--- config.mk ---
export PLATFORM = sky130hd
export DESIGN_NAME = spp_front
export DESIGN_NICKNAME = d
export VERILOG_FILES = /design/src/sv/spp_pkg.sv /design/src/sv/spp_front.sv
export SDC_FILE = /design/constraint.sdc
export NUM_CORES = 1
export LEC_CHECK = 0
export BUFFER_PORTS_ARGS = -buffer_cell sky130_fd_sc_hd__buf_2
export CORE_MARGIN = 2
export CORE_UTILIZATION = 30
export CTS_BUF_LIST = sky130_fd_sc_hd__clkbuf_16
export CTS_CLUSTER_SIZE = 12
export DETAILED_ROUTE_END_ITERATION = 10
export PLACE_DENSITY = 0.57
export SYNTH_ARGS = -nofsm -noshare
export SYNTH_HDL_FRONTEND = slang
export SYNTH_SLANG_ARGS = --single-unit
export TNS_END_PERCENT = 100
--- constraint.sdc ---
create_clock -name i_clk -period 3.9 [get_ports i_clk]
set_input_delay 0.78 -clock i_clk [delete_from_list [all_inputs] [get_ports i_clk]]
set_output_delay 0.78 -clock i_clk [all_outputs]
set_load 0.005 [all_outputs]
--- src/sv/spp_pkg.sv ---
// ----------------------------------------------------------------------------
// spp_pkg
// Shared types and constants of the scan-line palette token packer.
// ----------------------------------------------------------------------------
package spp_pkg;

    // Palette store and line geometry.
    localparam int TABLE_DEPTH    = 2048;
    localparam int TABLE_AW       = $clog2(TABLE_DEPTH);
    localparam int MAX_LINE_WIDTH = 1024;

    // Queue depths: command queue between front and back, and output queue.
    localparam int CQ_DEPTH = 4;
    localparam int CQ_AW    = $clog2(CQ_DEPTH);
    localparam int CQ_CW    = $clog2(CQ_DEPTH + 1);
    localparam int OQ_DEPTH = 4;
    localparam int OQ_AW    = $clog2(OQ_DEPTH);
    localparam int OQ_CW    = $clog2(OQ_DEPTH + 1);

    // Request codes of an input beat.
    typedef enum logic [1:0] {
        REQ_TABLE = 2'd0,
        REQ_PIXEL = 2'd1,
        REQ_BLANK = 2'd2
    } t_req;

    // Configuration register indexes.
    typedef enum logic [2:0] {
        CFG_BPP_MODE    = 3'd0,
        CFG_LINE_WIDTH  = 3'd1,
        CFG_TOK_RAW_RUN = 3'd2,
        CFG_TOK_RAW_ONE = 3'd3,
        CFG_TOK_RAW_TWO = 3'd4,
        CFG_TOK_CLR_RUN = 3'd5,
        CFG_TOK_EOL     = 3'd6
    } t_cfg_reg;

    // Packer operations issued by the sequencer.
    typedef enum logic [1:0] {
        PK_TOK   = 2'd0,
        PK_FLUSH = 2'd1,
        PK_EOL   = 2'd2
    } t_pk_op;

    // Input beat.
    typedef struct packed {
        logic [1:0]  req_type;
        logic [10:0] table_index;
        logic [15:0] table_color;
        logic [7:0]  pixel_byte;
        logic        first_of_line;
        logic        last_of_line;
        logic [15:0] blank_color;
    } t_in_beat;

    // Output beat.
    typedef struct packed {
        logic [31:0] token_word;
        logic        line_end;
    } t_out_beat;

    // Configuration register file contents.
    typedef struct packed {
        logic [1:0]  bpp_mode;
        logic [10:0] line_width;
        logic [15:0] tok_raw_run;
        logic [15:0] tok_raw_one;
        logic [15:0] tok_raw_two;
        logic [15:0] tok_clr_run;
        logic [15:0] tok_eol;
    } t_cfg;

    // Classified command held in the queue between front and back.
    typedef struct packed {
        t_req                kind;
        logic [TABLE_AW-1:0] index;
        logic [15:0]         data;
        logic [7:0]          pixel_byte;
        logic                first;
        logic                last;
    } t_cmd;

    // One step for the packer: up to two tokens, a flush or an end-of-line word.
    typedef struct packed {
        logic        valid;
        logic        clear;
        t_pk_op      op;
        logic [1:0]  cnt;
        logic        mem0;
        logic        mem1;
        logic [15:0] const0;
        logic [15:0] const1;
    } t_step;

    // Palette address of pixel j of a byte: byte times pixels-per-byte plus j.
    function automatic logic [TABLE_AW-1:0] pix_addr(input logic [7:0] b,
                                                     input logic [1:0] mode,
                                                     input logic [2:0] j);
        logic [10:0] a;
        begin
            a = 11'd0;
            case (mode)
                2'd0:    a = {b, j};
                2'd1:    a = {1'b0, b, j[1:0]};
                2'd2:    a = {2'b00, b, j[0]};
                default: a = {3'b000, b};
            endcase
            pix_addr = TABLE_AW'(a);
        end
    endfunction

endpackage

--- src/sv/spp_front.sv ---
// ----------------------------------------------------------------------------
// spp_front
// Accepts input beats, classifies them into commands and queues them for the
// back end. Requests with an unused type code are taken and dropped here.
// ----------------------------------------------------------------------------
module spp_front
    import spp_pkg::*;
(
    input  logic     i_clk,
    input  logic     i_rst_n,
    input  logic     i_in_valid,
    input  t_in_beat i_in_beat,
    output logic     o_in_stall,
    output logic     o_head_valid,
    output t_cmd     o_head,
    input  logic     i_head_pop
);

    t_cmd             r_q [CQ_DEPTH];
    logic [CQ_AW-1:0] r_wr_ptr, r_rd_ptr;
    logic [CQ_CW-1:0] r_cnt;
    t_cmd             cmd;
    logic             accept, push;

    // The queue refuses beats only when it is full.
    assign o_in_stall   = (r_cnt == CQ_CW'(CQ_DEPTH));
    assign accept       = i_in_valid && !o_in_stall;
    assign o_head_valid = (r_cnt != '0);
    assign o_head       = r_q[r_rd_ptr];

    // Classify the beat into a command.
    always_comb begin
        cmd            = '0;
        push           = 1'b0;
        cmd.index      = TABLE_AW'(i_in_beat.table_index);
        cmd.pixel_byte = i_in_beat.pixel_byte;
        cmd.first      = i_in_beat.first_of_line;
        cmd.last       = i_in_beat.last_of_line;
        cmd.kind       = REQ_TABLE;
        cmd.data       = i_in_beat.table_color;
        unique case (i_in_beat.req_type)
            REQ_TABLE: begin
                cmd.kind = REQ_TABLE;
                cmd.data = i_in_beat.table_color;
                push     = accept;
            end
            REQ_PIXEL: begin
                cmd.kind = REQ_PIXEL;
                push     = accept;
            end
            REQ_BLANK: begin
                cmd.kind = REQ_BLANK;
                cmd.data = i_in_beat.blank_color;
                push     = accept;
            end
            default: begin
                push = 1'b0;
            end
        endcase
    end

    // Queue storage.
    always_ff @(posedge i_clk) begin
        if (push) begin
            r_q[r_wr_ptr] <= cmd;
        end
    end

    // Queue pointers and fill count.
    always_ff @(posedge i_clk) begin
        if (!i_rst_n) begin
            r_wr_ptr <= '0;
            r_rd_ptr <= '0;
            r_cnt    <= '0;
        end else begin
            if (push) begin
                r_wr_ptr <= r_wr_ptr + 1'b1;
            end
            if (i_head_pop) begin
                r_rd_ptr <= r_rd_ptr + 1'b1;
            end
            if (push && !i_head_pop) begin
                r_cnt <= r_cnt + 1'b1;
            end else if (!push && i_head_pop) begin
                r_cnt <= r_cnt - 1'b1;
            end
        end
    end

endmodule

==> results.py <==
metrics = {
    "outcome": {
        "status": "complete, no violations",
    },
    "detailed_routing": {
        "drcViolationCount": 0,
        "wl_met3_um": 662,
        "top_layer_used": "met4",
        "avgViaCountPerCell": 4.44,
        "wire_per_inst_um": 17.5,
        "drtAntennaViolNets": 0,
        "dr.pass1.iters": 4,
        "routed_wl_um": 11800,
        "drtIter0Drc": 166,
        "vias": 2985,
        "dr_wl_met2_um": 5710,
        "wl_met1_um": 5330,
    },
    "timing": {
        "fin_tns_setup_ns": 0,
        "tightest_slew_ns": 0.825,
        "finalCritPeriodShare": 0.736,
        "fmax_ghz": 0.349,
        "drv_slew": 0,
        "finClkSkew_ns": 0.00832,
        "grt_setup_unrepaired": "no",
        "hold_viol": 0,
        "final-setup-viol-count": 0,
        "relSlewSlack": 0.450,
        "finalCriticalPeriod_ns": 2.87,
    },
    "logic_synthesis": {
        "ys.flop_type": "edfxtp_1",
        "synth_top_area_frac": 0.743,
        "syn_area_per_cell_um2": 23.3,
        "synthTopCellsByCount": "edfxtp_1 (156), mux4_2 (39), mux2_2 (16), dfxtp_1 (9), and2_1 (8)",
        "yosysUniqueCellTypes": 22,
        "synth_edf_count": 156,
        "syn_area_um2": 6310,
        "yosysMostFrequentCell": "edfxtp_1",
        "syn_inst": 271,
        "ys_seq_area_frac": 0.771,
        "synth_top_area_cell": "edfxtp_1",
        "synth_seq_cells": 165,
        "synthArstFlopShare": 0,
        "synthTopCellsByArea": "edfxtp_1 (74%), mux4_2 (14%), dfxtp_1 (2.9%)",
        "yosysWarnings": 0,
        "synth_nets": 336,
    },
    "floorplanning": {
        "boundaryPins": 100,
        "coreArea_um2": 20800,
        "start_util": 0.303,
        "die_w_um": 149,
        "die_h_um": 149,
        "num_rows": 53,
        "die_area_um2": 22200,
    },
    "finish": {
        "multi_input_area_um2": 1350,
        "drive_gt1_frac": 0.492,
        "seq_area_um2": 4870,
        "finalNetCount": 450,
        "nFillCells": 1965,
        "syn_to_final_growth_pct": 22.1,
        "design_area_um2": 7700,
        "antenna_cells": 0,
    },
    "clock_tree": {
        "numCtsBuffers": 17,
        "cts-root-buf": "clkbuf_16",
        "htreeDepth": 4,
        "clock-sinks": 165,
        "cts_tree": "built",
        "post-cts-setup-buffers": 0,
        "cts_resized": 0,
        "clk_pin_slew_ns": 0.06,
        "postCtsHoldBufs": 0,
        "cts_buffer_depth": 2,
        "clk_latency_ns": 0.41,
    },
    "critical_path": {
        "ff2ff_setup_slack_ns": 1.61,
        "cp-start-kind": "flop",
        "r2r-start": "r_cnt[0]$_SDFFE_PN0P_",
        "cp.required_ns": 3.12,
        "crit_type": "reg -> out",
        "r2r_cells": 8,
        "worstReg2RegEnd": "r_cnt[2]$_SDFFE_PN0P_",
        "cp.arrival_ns": 2.09,
        "setup.worst_path.end_class": "output port",
        "critPathMaxFanout": 39,
        "crit_end": "o_head[38]",
    },
    "global_routing": {
        "grt_pass1_wl_um": 18100,
        "first_global_vias": 3240,
        "grt-ovfl-total": 0,
        "grt_max_degree": 40,
        "antenna_found_initial": 1,
        "gr-usage-all-layers": 0.112,
    },
    "placement": {
        "portBuffers": 99,
        "dp_hpwl_um": 7190,
        "dpl-instance-area_um2": 7130,
        "place_congestion": 0.676,
    },
    "power_and_ir_drop": {
        "ir_drop_v": 0.000296,
        "leakage_nw": 2.62,
        "p_per_area_nw_per_um2": 540,
    },
    "run": {
        "cap_violations": 0,
    },
    "min_path": {
        "hold_path_class": "reg -> reg",
    },
}
[layout by cell type, fill, tap and decap left out, types with 5 or more instances in the layout]
cell,netlist,layout
mux2_2,16,16
buf_4,3,7
buf_2,2,99
edfxtp_1,156,156
inv_1,5,8
ha_1,5,5
nand2_1,5,5
mux4_2,39,39
clkbuf_16,0,17
dfxtp_1,9,7
[report_power, final]
part / switching [mW] / internal, mW / leakage [nW]
logic: 0.214 / 0.232 / 0.848
clock network: 0.643 / 0.934 / 0.275
registers: 0.0640 / 2.07 / 1.50
[critical path: stages (launching register included)]
cell and delay [ns]:
dfxtp_4 0.89, mux4_2 0.62, buf_2 0.15
[area by class of cell]
type / instances / share of cell area
Multi-Input combinational cell: 90 / 0.176
Clock inverter: 15 / 0.0182
Timing Repair Buffer: 106 / 0.0712
Sequential cell: 165 / 0.632
Tap cell: 275 / 0.0447
Clock buffer: 17 / 0.0552
Inverter: 5 / 0.00244
[metal layers]
| layer | vias up | GRT usage |
|---|---|---|
| met2 | 75 | 0.180 |
| li1 | 1345 | - |
| met5 | - | 0 |
| met4 | 0 | 0.0371 |
| met1 | 1557 | 0.143 |
| met3 | 8 | 0.0394 |
[logic make-up after synthesis]
logic type	after synthesis	synth area share
flops	165	0.771
mux	58	0.173
simple gates	19	0.0171
buf+inv	16	0.0153
fa+ha+maj	6	0.0131
xor+xnor	4	0.00556
compound gates	3	0.00516
[how the worst min path moves through the flow]
| stage | startpoint | depth (start not counted) | slack (ns) | end |
|---|---|---|---|---|
| 6_report | r_wr_ptr[0]$_SDFFE_PN0P_ | 2 | 0.51 | r_wr_ptr[0]$_SDFFE_PN0P_ |
| 5_1_grt | r_wr_ptr[0]$_SDFFE_PN0P_ | 2 | 0.55 | r_wr_ptr[0]$_SDFFE_PN0P_ |
| 4_1_cts | r_wr_ptr[0]$_SDFFE_PN0P_ | 2 | 0.51 | r_wr_ptr[0]$_SDFFE_PN0P_ |
| 3_5_place_dp | r_wr_ptr[0]$_SDFFE_PN0P_ | 2 | 0.50 | r_wr_ptr[0]$_SDFFE_PN0P_ |
| 3_3_place_gp | r_cnt[2]$_SDFFE_PN0P_ | 2 | 0.48 | r_cnt[2]$_SDFFE_PN0P_ |
| 2_1_floorplan | r_cnt[2]$_SDFFE_PN0P_ | 2 | 0.47 | r_cnt[2]$_SDFFE_PN0P_ |
[sequential cells by signal, indices dropped and copies added, names as in the netlist, named ones only]
signal,flops
r_wr_ptr,2
r_q,156
r_rd_ptr,2
r_cnt,3
[metrics by stage]
stage / worst slack (ns) / hold slack, ns / instances / power [mW] / utilization
floorplan: 1.35 / 0.467 / 271 / 2.42 / -
global placement: 1.27 / 0.481 / 641 / 2.62 / 0.343
detailed placement: 1.13 / 0.502 / 641 / 2.63 / 0.343
CTS: 0.922 / 0.511 / 673 / 4.22 / 0.370
global route: 0.838 / 0.553 / 673 / 4.33 / 0.370
finish: 1.03 / 0.508 / 673 / 4.16 / 0.370
(Power assumes the default switching activity.)
