===== config.mk =====
export PLATFORM = sky130hd
export DESIGN_NAME = spp_pack
export DESIGN_NICKNAME = d
export VERILOG_FILES = /design/src/sv/spp_pkg.sv /design/src/sv/spp_pack.sv
export SDC_FILE = /design/constraint.sdc
export NUM_CORES = 1
export LEC_CHECK = 0
export BUFFER_PORTS_ARGS = -buffer_cell sky130_fd_sc_hd__buf_2
export CAP_MARGIN = 10
export CORE_UTILIZATION = 47
export CTS_BUF_LIST = sky130_fd_sc_hd__clkbuf_8
export CTS_CLUSTER_DIAMETER = 80
export DETAILED_ROUTE_END_ITERATION = 6
export PLACE_DENSITY_LB_ADDON = 0.1
export SYNTH_ARGS = -nofsm -noshare
export SYNTH_HDL_FRONTEND = slang
export SYNTH_SLANG_ARGS = --single-unit

===== constraint.sdc =====
create_clock -name i_clk -period 7 [get_ports i_clk]
set_input_delay 0 -clock i_clk [delete_from_list [all_inputs] [get_ports i_clk]]
set_output_delay 0 -clock i_clk [all_outputs]
set_load 0.01 [all_outputs]

===== src/sv/spp_pkg.sv =====
// ----------------------------------------------------------------------------
// spp_pkg
// Shared types and constants of the scan-line palette token packer.
// ----------------------------------------------------------------------------
package spp_pkg;

    // Palette store and line geometry.
    localparam int TABLE_DEPTH    = 2048;
    localparam int TABLE_AW       = $clog2(TABLE_DEPTH);
    localparam int MAX_LINE_WIDTH = 1024;

    // Queue depths: command queue between front and back, and output queue.
    localparam int CQ_DEPTH = 4;
    localparam int CQ_AW    = $clog2(CQ_DEPTH);
    localparam int CQ_CW    = $clog2(CQ_DEPTH + 1);
    localparam int OQ_DEPTH = 4;
    localparam int OQ_AW    = $clog2(OQ_DEPTH);
    localparam int OQ_CW    = $clog2(OQ_DEPTH + 1);

    // Request codes of an input beat.
    typedef enum logic [1:0] {
        REQ_TABLE = 2'd0,
        REQ_PIXEL = 2'd1,
        REQ_BLANK = 2'd2
    } t_req;

    // Configuration register indexes.
    typedef enum logic [2:0] {
        CFG_BPP_MODE    = 3'd0,
        CFG_LINE_WIDTH  = 3'd1,
        CFG_TOK_RAW_RUN = 3'd2,
        CFG_TOK_RAW_ONE = 3'd3,
        CFG_TOK_RAW_TWO = 3'd4,
        CFG_TOK_CLR_RUN = 3'd5,
        CFG_TOK_EOL     = 3'd6
    } t_cfg_reg;

    // Packer operations issued by the sequencer.
    typedef enum logic [1:0] {
        PK_TOK   = 2'd0,
        PK_FLUSH = 2'd1,
        PK_EOL   = 2'd2
    } t_pk_op;

    // Input beat.
    typedef struct packed {
        logic [1:0]  req_type;
        logic [10:0] table_index;
        logic [15:0] table_color;
        logic [7:0]  pixel_byte;
        logic        first_of_line;
        logic        last_of_line;
        logic [15:0] blank_color;
    } t_in_beat;

    // Output beat.
    typedef struct packed {
        logic [31:0] token_word;
        logic        line_end;
    } t_out_beat;

    // Configuration register file contents.
    typedef struct packed {
        logic [1:0]  bpp_mode;
        logic [10:0] line_width;
        logic [15:0] tok_raw_run;
        logic [15:0] tok_raw_one;
        logic [15:0] tok_raw_two;
        logic [15:0] tok_clr_run;
        logic [15:0] tok_eol;
    } t_cfg;

    // Classified command held in the queue between front and back.
    typedef struct packed {
        t_req                kind;
        logic [TABLE_AW-1:0] index;
        logic [15:0]         data;
        logic [7:0]          pixel_byte;
        logic                first;
        logic                last;
    } t_cmd;

    // One step for the packer: up to two tokens, a flush or an end-of-line word.
    typedef struct packed {
        logic        valid;
        logic        clear;
        t_pk_op      op;
        logic [1:0]  cnt;
        logic        mem0;
        logic        mem1;
        logic [15:0] const0;
        logic [15:0] const1;
    } t_step;

    // Palette address of pixel j of a byte: byte times pixels-per-byte plus j.
    function automatic logic [TABLE_AW-1:0] pix_addr(input logic [7:0] b,
                                                     input logic [1:0] mode,
                                                     input logic [2:0] j);
        logic [10:0] a;
        begin
            a = 11'd0;
            case (mode)
                2'd0:    a = {b, j};
                2'd1:    a = {1'b0, b, j[1:0]};
                2'd2:    a = {2'b00, b, j[0]};
                default: a = {3'b000, b};
            endcase
            pix_addr = TABLE_AW'(a);
        end
    endfunction

endpackage


===== src/sv/spp_pack.sv =====
// ----------------------------------------------------------------------------
// spp_pack
// Pairs tokens into 32-bit words, low half first, and holds finished words
// in a small output queue. Reports room so the sequencer never overruns it.
// ----------------------------------------------------------------------------
module spp_pack
    import spp_pkg::*;
(
    input  logic        i_clk,
    input  logic        i_rst_n,
    input  t_step       i_step,
    input  logic [15:0] i_rd0,
    input  logic [15:0] i_rd1,
    input  logic [15:0] i_tok_eol,
    output logic        o_room,
    output logic        o_out_valid,
    output t_out_beat   o_out_beat,
    input  logic        i_out_stall
);

    t_out_beat        r_q [OQ_DEPTH];
    logic [OQ_AW-1:0] r_wr_ptr, r_rd_ptr;
    logic [OQ_CW-1:0] r_cnt;
    logic             r_hf, n_hf;
    logic [15:0]      r_h, n_h;

    logic [15:0] t0, t1;
    logic        hf_eff, push, pop;
    t_out_beat   word;

    // A step in flight may still produce one word.
    assign o_room      = ({1'b0, r_cnt} + {{OQ_CW{1'b0}}, i_step.valid})
                         < (OQ_CW + 1)'(OQ_DEPTH);
    assign o_out_valid = (r_cnt != '0);
    assign o_out_beat  = r_q[r_rd_ptr];
    assign pop         = o_out_valid && !i_out_stall;

    // Token pairing.
    always_comb begin
        t0     = i_step.mem0 ? i_rd0 : i_step.const0;
        t1     = i_step.mem1 ? i_rd1 : i_step.const1;
        hf_eff = r_hf && !i_step.clear;
        n_hf   = r_hf;
        n_h    = r_h;
        push   = 1'b0;
        word   = '0;
        if (i_step.valid) begin
            n_hf = hf_eff;
            unique case (i_step.op)
                PK_TOK: begin
                    case (i_step.cnt)
                        2'd1: begin
                            if (hf_eff) begin
                                push            = 1'b1;
                                word.token_word = {t0, r_h};
                                n_hf            = 1'b0;
                                n_h             = 16'd0;
                            end else begin
                                n_h  = t0;
                                n_hf = 1'b1;
                            end
                        end
                        2'd2: begin
                            push = 1'b1;
                            if (hf_eff) begin
                                word.token_word = {t0, r_h};
                                n_h             = t1;
                                n_hf            = 1'b1;
                            end else begin
                                word.token_word = {t1, t0};
                                n_h             = 16'd0;
                                n_hf            = 1'b0;
                            end
                        end
                        default: begin
                            n_hf = hf_eff;
                        end
                    endcase
                end
                PK_FLUSH: begin
                    if (hf_eff) begin
                        push            = 1'b1;
                        word.token_word = {16'd0, r_h};
                    end
                    n_hf = 1'b0;
                    n_h  = 16'd0;
                end
                PK_EOL: begin
                    push            = 1'b1;
                    word.token_word = {i_tok_eol, 16'd0};
                    word.line_end   = 1'b1;
                end
                default: begin
                    n_hf = hf_eff;
                end
            endcase
        end
    end

    // Output queue storage.
    always_ff @(posedge i_clk) begin
        if (push) begin
            r_q[r_wr_ptr] <= word;
        end
    end

    // Held half token and queue control.
    always_ff @(posedge i_clk) begin
        if (!i_rst_n) begin
            r_hf     <= 1'b0;
            r_h      <= '0;
            r_wr_ptr <= '0;
            r_rd_ptr <= '0;
            r_cnt    <= '0;
        end else begin
            r_hf <= n_hf;
            r_h  <= n_h;
            if (push) begin
                r_wr_ptr <= r_wr_ptr + 1'b1;
            end
            if (pop) begin
                r_rd_ptr <= r_rd_ptr + 1'b1;
            end
            if (push && !pop) begin
                r_cnt <= r_cnt + 1'b1;
            end else if (!push && pop) begin
                r_cnt <= r_cnt - 1'b1;
            end
        end
    end

endmodule

==> run metrics, run 1 <==
post-synthesis net count=516; Antenna Nets Post-Route=0; top cells by area, synth=edfxtp_1, mux4_2, dfxtp_1; commonest register cell after synthesis=edfxtp_1; Setup WS post-layout=3.986 ns; Placed Area=7704 um^2; crit end category=flop; Distinct cells, synth=40; DR pass1 iterations=4; Mean Syn Cell Area=16.58 um^2; status=completed; FP Rows=43; cell family with most CP delay=simple AND/OR/NAND/NOR gates; Hold Path Class=in -> reg; Chip Height=123.0 um; crit path cell chain=nand2b_4 -> inv_1 -> ha_1 -> or2_2 -> a221oi_2 -> nand2b_1 -> inv_1 -> ha_1 -> inv_1 -> fa_1 -> xor2_1 -> or3_1 -> a21oi_1; register area=4486 um^2; Period minus WS final=3.014 ns; Area growth syn-to-layout=20.44%; Post-CTS Setup Inserts=0; type of origin of the critical path=flop; die width=123.0 um; Slew Viols, Final=0; Final HPWL DP=10.81 mm; clock buffer depth=2; post-route cell area=8285 um^2; total wire length=16.50 mm; largest net degree at the start of global routing=34; layout cells sized above 1=36.87%; PwrDens=255.6 nW/um^2; crit path DAT=3.38 ns; area of the multi-input gates=2247 um^2; Clock Sinks=158; Slew headroom=30.44%; final setup vio count=0; Via Count=4341; antenna violations before repair=0; CTS tree=done; fin cells=755; total track usage=23.25%; static leakage=2.974 nW; Placer Congestion=0.8328; DRC=0; achievable frequency=331.8 MHz; Num CTS Buffers=17; Yosys warning total=0; CTS H-tree lvls=4; Crit path largest cell delay=0.45 ns; buffers plus inverters on the worst setup path=3; Setup TNS=0 ns; count leader, synth=edfxtp_1; Tcrit/Tclk final=43.05%; n_diodes=0; Ports=126; Synth async-reset ratio=0%; worst slew pin tran=1.036 ns; clock skew=0.008841 ns; hold_buf cts=21; Critical Path Most Common Cell=inv_1; Congestion Overflow GR=0; number of fill cells=1167; Pint=1.560 mW; Post-synth EDFFs=132; power share of the sequential group=49.6%; fin nets=663; Post-Synthesis Cells=415; sw frac=26.32%; CORE AREA=14100 um^2; Synth Cell Area=6879 um^2; Max IR drop VDD=0.0002035 V; top cell type's share of synthesized area=57.62%; port bufs=125; Max Cap Violations=0; Logic pwr share=20.6%; RSZ-0062 raised after global routing=false; vias in the first global route=4422; WL/cell=21.85 um; worst skew pair latency=0.44 ns; Synth area leader=edfxtp_1; Final Hold Fails=0; post-synthesis sequential area ratio=65.19%; Setup CP Type=reg -> reg; clock-pin slew on the worst setup and hold paths=0.08 ns; Sw Pwr=557.3 uW; Initial Util=48.80%; CP max stage cell=nand2b_1; Iter 0 DRT Violations=340; die area=15120 um^2; Yosys reg bits=158; Vias/cell=5.750; worst-path maximum fanout=5; Root Buffer=clkbuf_8; Worst EP required=7.37 ns; PnR Total Power=2.118 mW; Place WS=4.027 ns; Post-synth top cells=edfxtp_1, mux2i_1, mux4_2, a22o_1, o22ai_1; Clk pwr share=29.7%; CTS resizes=0; first-pass GRT wire length=24.67 mm; Placed Instances=702
-- cell type report --
type | instances | share of cell area [%]
Timing Repair Buffer | 154 | 10.81
Clock inverter | 15 | 1.661
Multi-Input combinational cell | 215 | 27.12
Inverter | 16 | 0.7249
Tap cell | 180 | 2.718
Sequential cell | 158 | 54.14
Clock buffer | 17 | 2.824
-- kinds of logic (layout without fill, tap and decap cells) --
logic type	after synthesis	in the layout	share of synthesized area, %
flip-flops	158	158	65.19
AO/OA/AOI/OAI	95	95	10.35
multiplexers	66	66	15.61
buffers and inverters	42	202	2.583
AND/OR/NAND/NOR	40	40	3.838
adder cells (fa/ha/maj)	10	10	1.928
XOR/XNOR	4	4	0.5094
-- power by group through the flow --
stage,registers [mW],logic [mW],clock network (mW)
floorplan,1.07,0.288,0
detailed placement,1.07,0.435,0
CTS,1.05,0.444,0.645
global placement,1.07,0.428,0
global route,1.05,0.475,0.675
finish,1.05,0.437,0.629
-- routing by layer --
metal	vias up	share of wire (%)	track usage [%]	wire length, um
li1	2001	-	-	-
met1	2157	43	30.47	7079
met2	163	50	38.41	8215
met3	20	5.5	4.336	910
met4	0	1.8	9.413	292
met5	-	0	0	0
-- cells in the final DEF, fill, tap and decap left out, types with 2 or more instances in the layout --
cell and n:
clkinvlp_4 3, o22ai_1 32, mux4_2 33, nand2b_1 3
dlygate4sd3_1 21, xor2_1 3, a21oi_1 5, nand3_1 6
ha_1 9, dfxtp_1 25, inv_2 2, mux2i_1 33
clkbuf_8 17, a22o_1 32, o21ai_0 4, buf_4 8
clkinv_4 2, nor4_4 2, buf_2 125, o32ai_1 6
o21ai_1 3, bufinv_16 2, or2_2 2, or3_1 2
edfxtp_1 132, nor2_1 9, o2bb2ai_1 10, nor2_4 4
inv_1 19, clkinv_2 2
-- worst paths after layout --
path	endpoint	from	slack, ns	cells after the start
min reg2reg	r_h[6]$_SDFFE_PN0P_	r_h[6]$_SDFFE_PN0P_	0.49	1
min	r_h[3]$_SDFFE_PN0P_	i_step[19]	0.04	4
max reg2reg	r_cnt[2]$_SDFFE_PN0P_	r_hf$_SDFFE_PN0P_	3.99	13
max	r_cnt[2]$_SDFFE_PN0P_	r_hf$_SDFFE_PN0P_	3.99	13
-- sequential cells by signal, indices dropped and copies added (netlist names), named ones only --
register and flops:
r_wr_ptr 2, r_q 132, r_h 16, r_rd_ptr 2, r_cnt 3, r_hf 1
-- worst register-to-register path: stages (launching register included) --
cell and delay [ns]:
dfxtp_1 0.35, nand2b_4 0.10, inv_1 0.08, ha_1 0.17, or2_2 0.29, a221oi_2 0.34
nand2b_1 0.45, inv_1 0.10, ha_1 0.25, inv_1 0.08, fa_1 0.18, xor2_1 0.07
or3_1 0.31, a21oi_1 0.15
-- per-stage QoR --
| step | utilization, % | hold slack (ns) |
|---|---|---|
| global placement | 54.65 | 0.3579 |
| detailed placement | 54.65 | 0.3601 |
| finish | 58.78 | 0.03926 |
| floorplan | - | 0.2439 |
| global route | 58.78 | 0.02568 |
| CTS | 58.78 | 0.008203 |
(Power assumes the default switching activity.)
==> inputs of run 2 (changes only) <==
- clock period: 7 -> 2.4 ns (I/O delays scaled with it)
==> run 2 against run 1 <==
Effect of this change:
- non-clock buffer count is 21 higher
- utilization up 1.6 points
- wire length is 1.8% higher
- first-iteration DRC count up 20%
- largest cell class unchanged
==> run metrics, run 2 (synthesized netlist as in run 1, its figures left out) <==
status=completed; DR pass1 iterations=4 (unchanged); Vias/cell=5.666 (-1.5%); DRC=0 (unchanged); worst-path maximum fanout=2 (-3); commonest cells after routing, fill and taps aside=edfxtp_1, buf_2, mux2i_1, mux4_2; CORE AREA=14100 um^2 (unchanged); largest net degree at the start of global routing=34 (unchanged); Initial Util=48.80% (unchanged); worst skew pair latency=0.45 ns (about the same); clock skew=0.01051 ns (+0.001673 ns); post-route cell area=8517 um^2 (+2.8%); Congestion Overflow GR=0 (unchanged); WL/cell=21.63 um (-1.0%); FP Rows=43 (unchanged); Num CTS Buffers=17 (unchanged); clock-pin slew on the worst setup and hold paths=0.08 ns (about the same); top flop regs=r_q x132, r_h x16, r_cnt x3; Clock Sinks=158 (unchanged); max FFs per register=132 (unchanged); Iter 0 DRT Violations=407 (+20%); total wire length=16.79 mm (+1.8%); Top reg by flops=r_q; PwrDens=717.0 nW/um^2 (+180%); crit path DAT=2.73 ns (-0.65 ns); Root Buffer=clkbuf_8; Setup CP Type=reg -> reg; Ports=126 (unchanged); first-pass GRT wire length=25.05 mm (+1.5%); Tcrit/Tclk final=97.62% (+55 points); RSZ-0062 raised after global routing=true; Antenna Nets Post-Route=0 (unchanged); n_diodes=0 (unchanged); fin nets=684 (+3.2%); utilization after layout=60.42% (+1.6 points); Max IR drop VDD=0.0004187 V (+110%); Max Cap Violations=0 (unchanged); final setup vio count=0 (unchanged); Via Count=4397 (+1.3%); die area=15120 um^2 (unchanged); antenna violations before repair=1 (+1); total track usage=23.63% (+0.38 points); achievable frequency=426.8 MHz (+29%); Chip Height=123.0 um (unchanged); die width=123.0 um (unchanged); static leakage=3.080 nW (+3.6%); most utilized layer in the global route result=met2; met3 Track Usage GR=4.935% (+0.60 points); CTS tree=done; Area growth syn-to-layout=23.81%; Period minus WS final=2.343 ns (-0.6706 ns); Placer Congestion=0.8264 (-0.77%); most common cell after layout, fill and taps aside=edfxtp_1; type of origin of the critical path=flop; worst slew pin tran=0.9351 ns (-0.1005 ns); Final HPWL DP=11.27 mm (+4.2%); port bufs=125 (unchanged); Slew Viols, Final=0 (unchanged); met1 usage=29.39% (-1.1 points); Slew headroom=37.19% (+6.8 points); r2r setup slk=0.06 ns (-3.93 ns); vias in the first global route=4559 (+3.1%); clock buffer depth=2 (unchanged); Hold Path Class=in -> reg; number of fill cells=1107 (-5.1%); Setup TNS=0 ns (unchanged); Worst EP required=2.78 ns (-4.59 ns); area of the multi-input gates=2297 um^2 (+2.2%); met2 GRT Util=41.08% (+2.7 points); Final Hold Fails=0 (unchanged); Placed Area=7858 um^2 (+2.0%); layout cells sized above 1=41.28% (+4.4 points); crit end category=flop; register area=4487 um^2 (about the same); CTS H-tree lvls=4 (unchanged)
run 2: layout make-up:
cell class / instances / area share, %
Clock buffer: 18 / 2.909
Clock inverter: 14 / 0.9549
Inverter: 16 / 0.7639
Multi-Input combinational cell: 215 / 26.97
Sequential cell: 158 / 52.68
Tap cell: 180 / 2.644
Timing Repair Buffer: 175 / 13.07
run 2: what timing repair did:
action,in CTS,in global routing
pin swaps,3,6
gates resized for setup,2,10
hold buffers,20,0
buffers inserted,8,1
setup endpoints to repair,2,3
hold endpoints to repair,72,0
run 2: worst max-delay path, cell delays in order, from the launching register on:
cell	delay (ns)
dfxtp_2	0.34
nand2b_4	0.08
inv_4	0.04
ha_4	0.14
or2_4	0.24
a221oi_4	0.27
nand2b_4	0.19
inv_4	0.04
ha_4	0.15
inv_2	0.05
fa_2	0.20
xor2_2	0.07
or3_4	0.36
a21oi_2	0.11
run 2: final timing paths:
kind	from	end	depth (start not counted)
worst min-delay path	i_step[24]	r_h[8]$_SDFFE_PN0P_	4
worst max-delay path	r_hf$_SDFFE_PN0P_	r_cnt[2]$_SDFFE_PN0P_	13
worst min register to register	r_h[15]$_SDFFE_PN0P_	r_h[15]$_SDFFE_PN0P_	1
worst max register to register	r_hf$_SDFFE_PN0P_	r_cnt[2]$_SDFFE_PN0P_	13
run 2: through the flow:
step	cells	setup slack, ns	hold slack, ns	power, mW
2_1_floorplan	415	-0.3467	0.2439	3.965
3_3_place_gp	715	0.04609	0.3568	4.415
3_5_place_dp	715	-0.05316	0.3637	4.435
4_1_cts	775	0.01239	0.007458	6.127
5_1_grt	776	0.004696	0.02943	6.357
6_report	776	0.05711	0.03254	6.107
run 2: where the power goes:
group          leakage (nW)  switching (mW)  internal [mW]
clock network         0.184           0.954          0.724
registers              1.39          0.0811           3.02
logic                  1.51           0.636          0.689
total                  3.08            1.67           4.44
run 2: metal layers:
layer | up-vias | wire, um
met5 | - | 8
met2 | 145 | 8663
met1 | 2194 | 6805
met4 | 2 | 219
met3 | 19 | 1089
li1 | 2037 | -
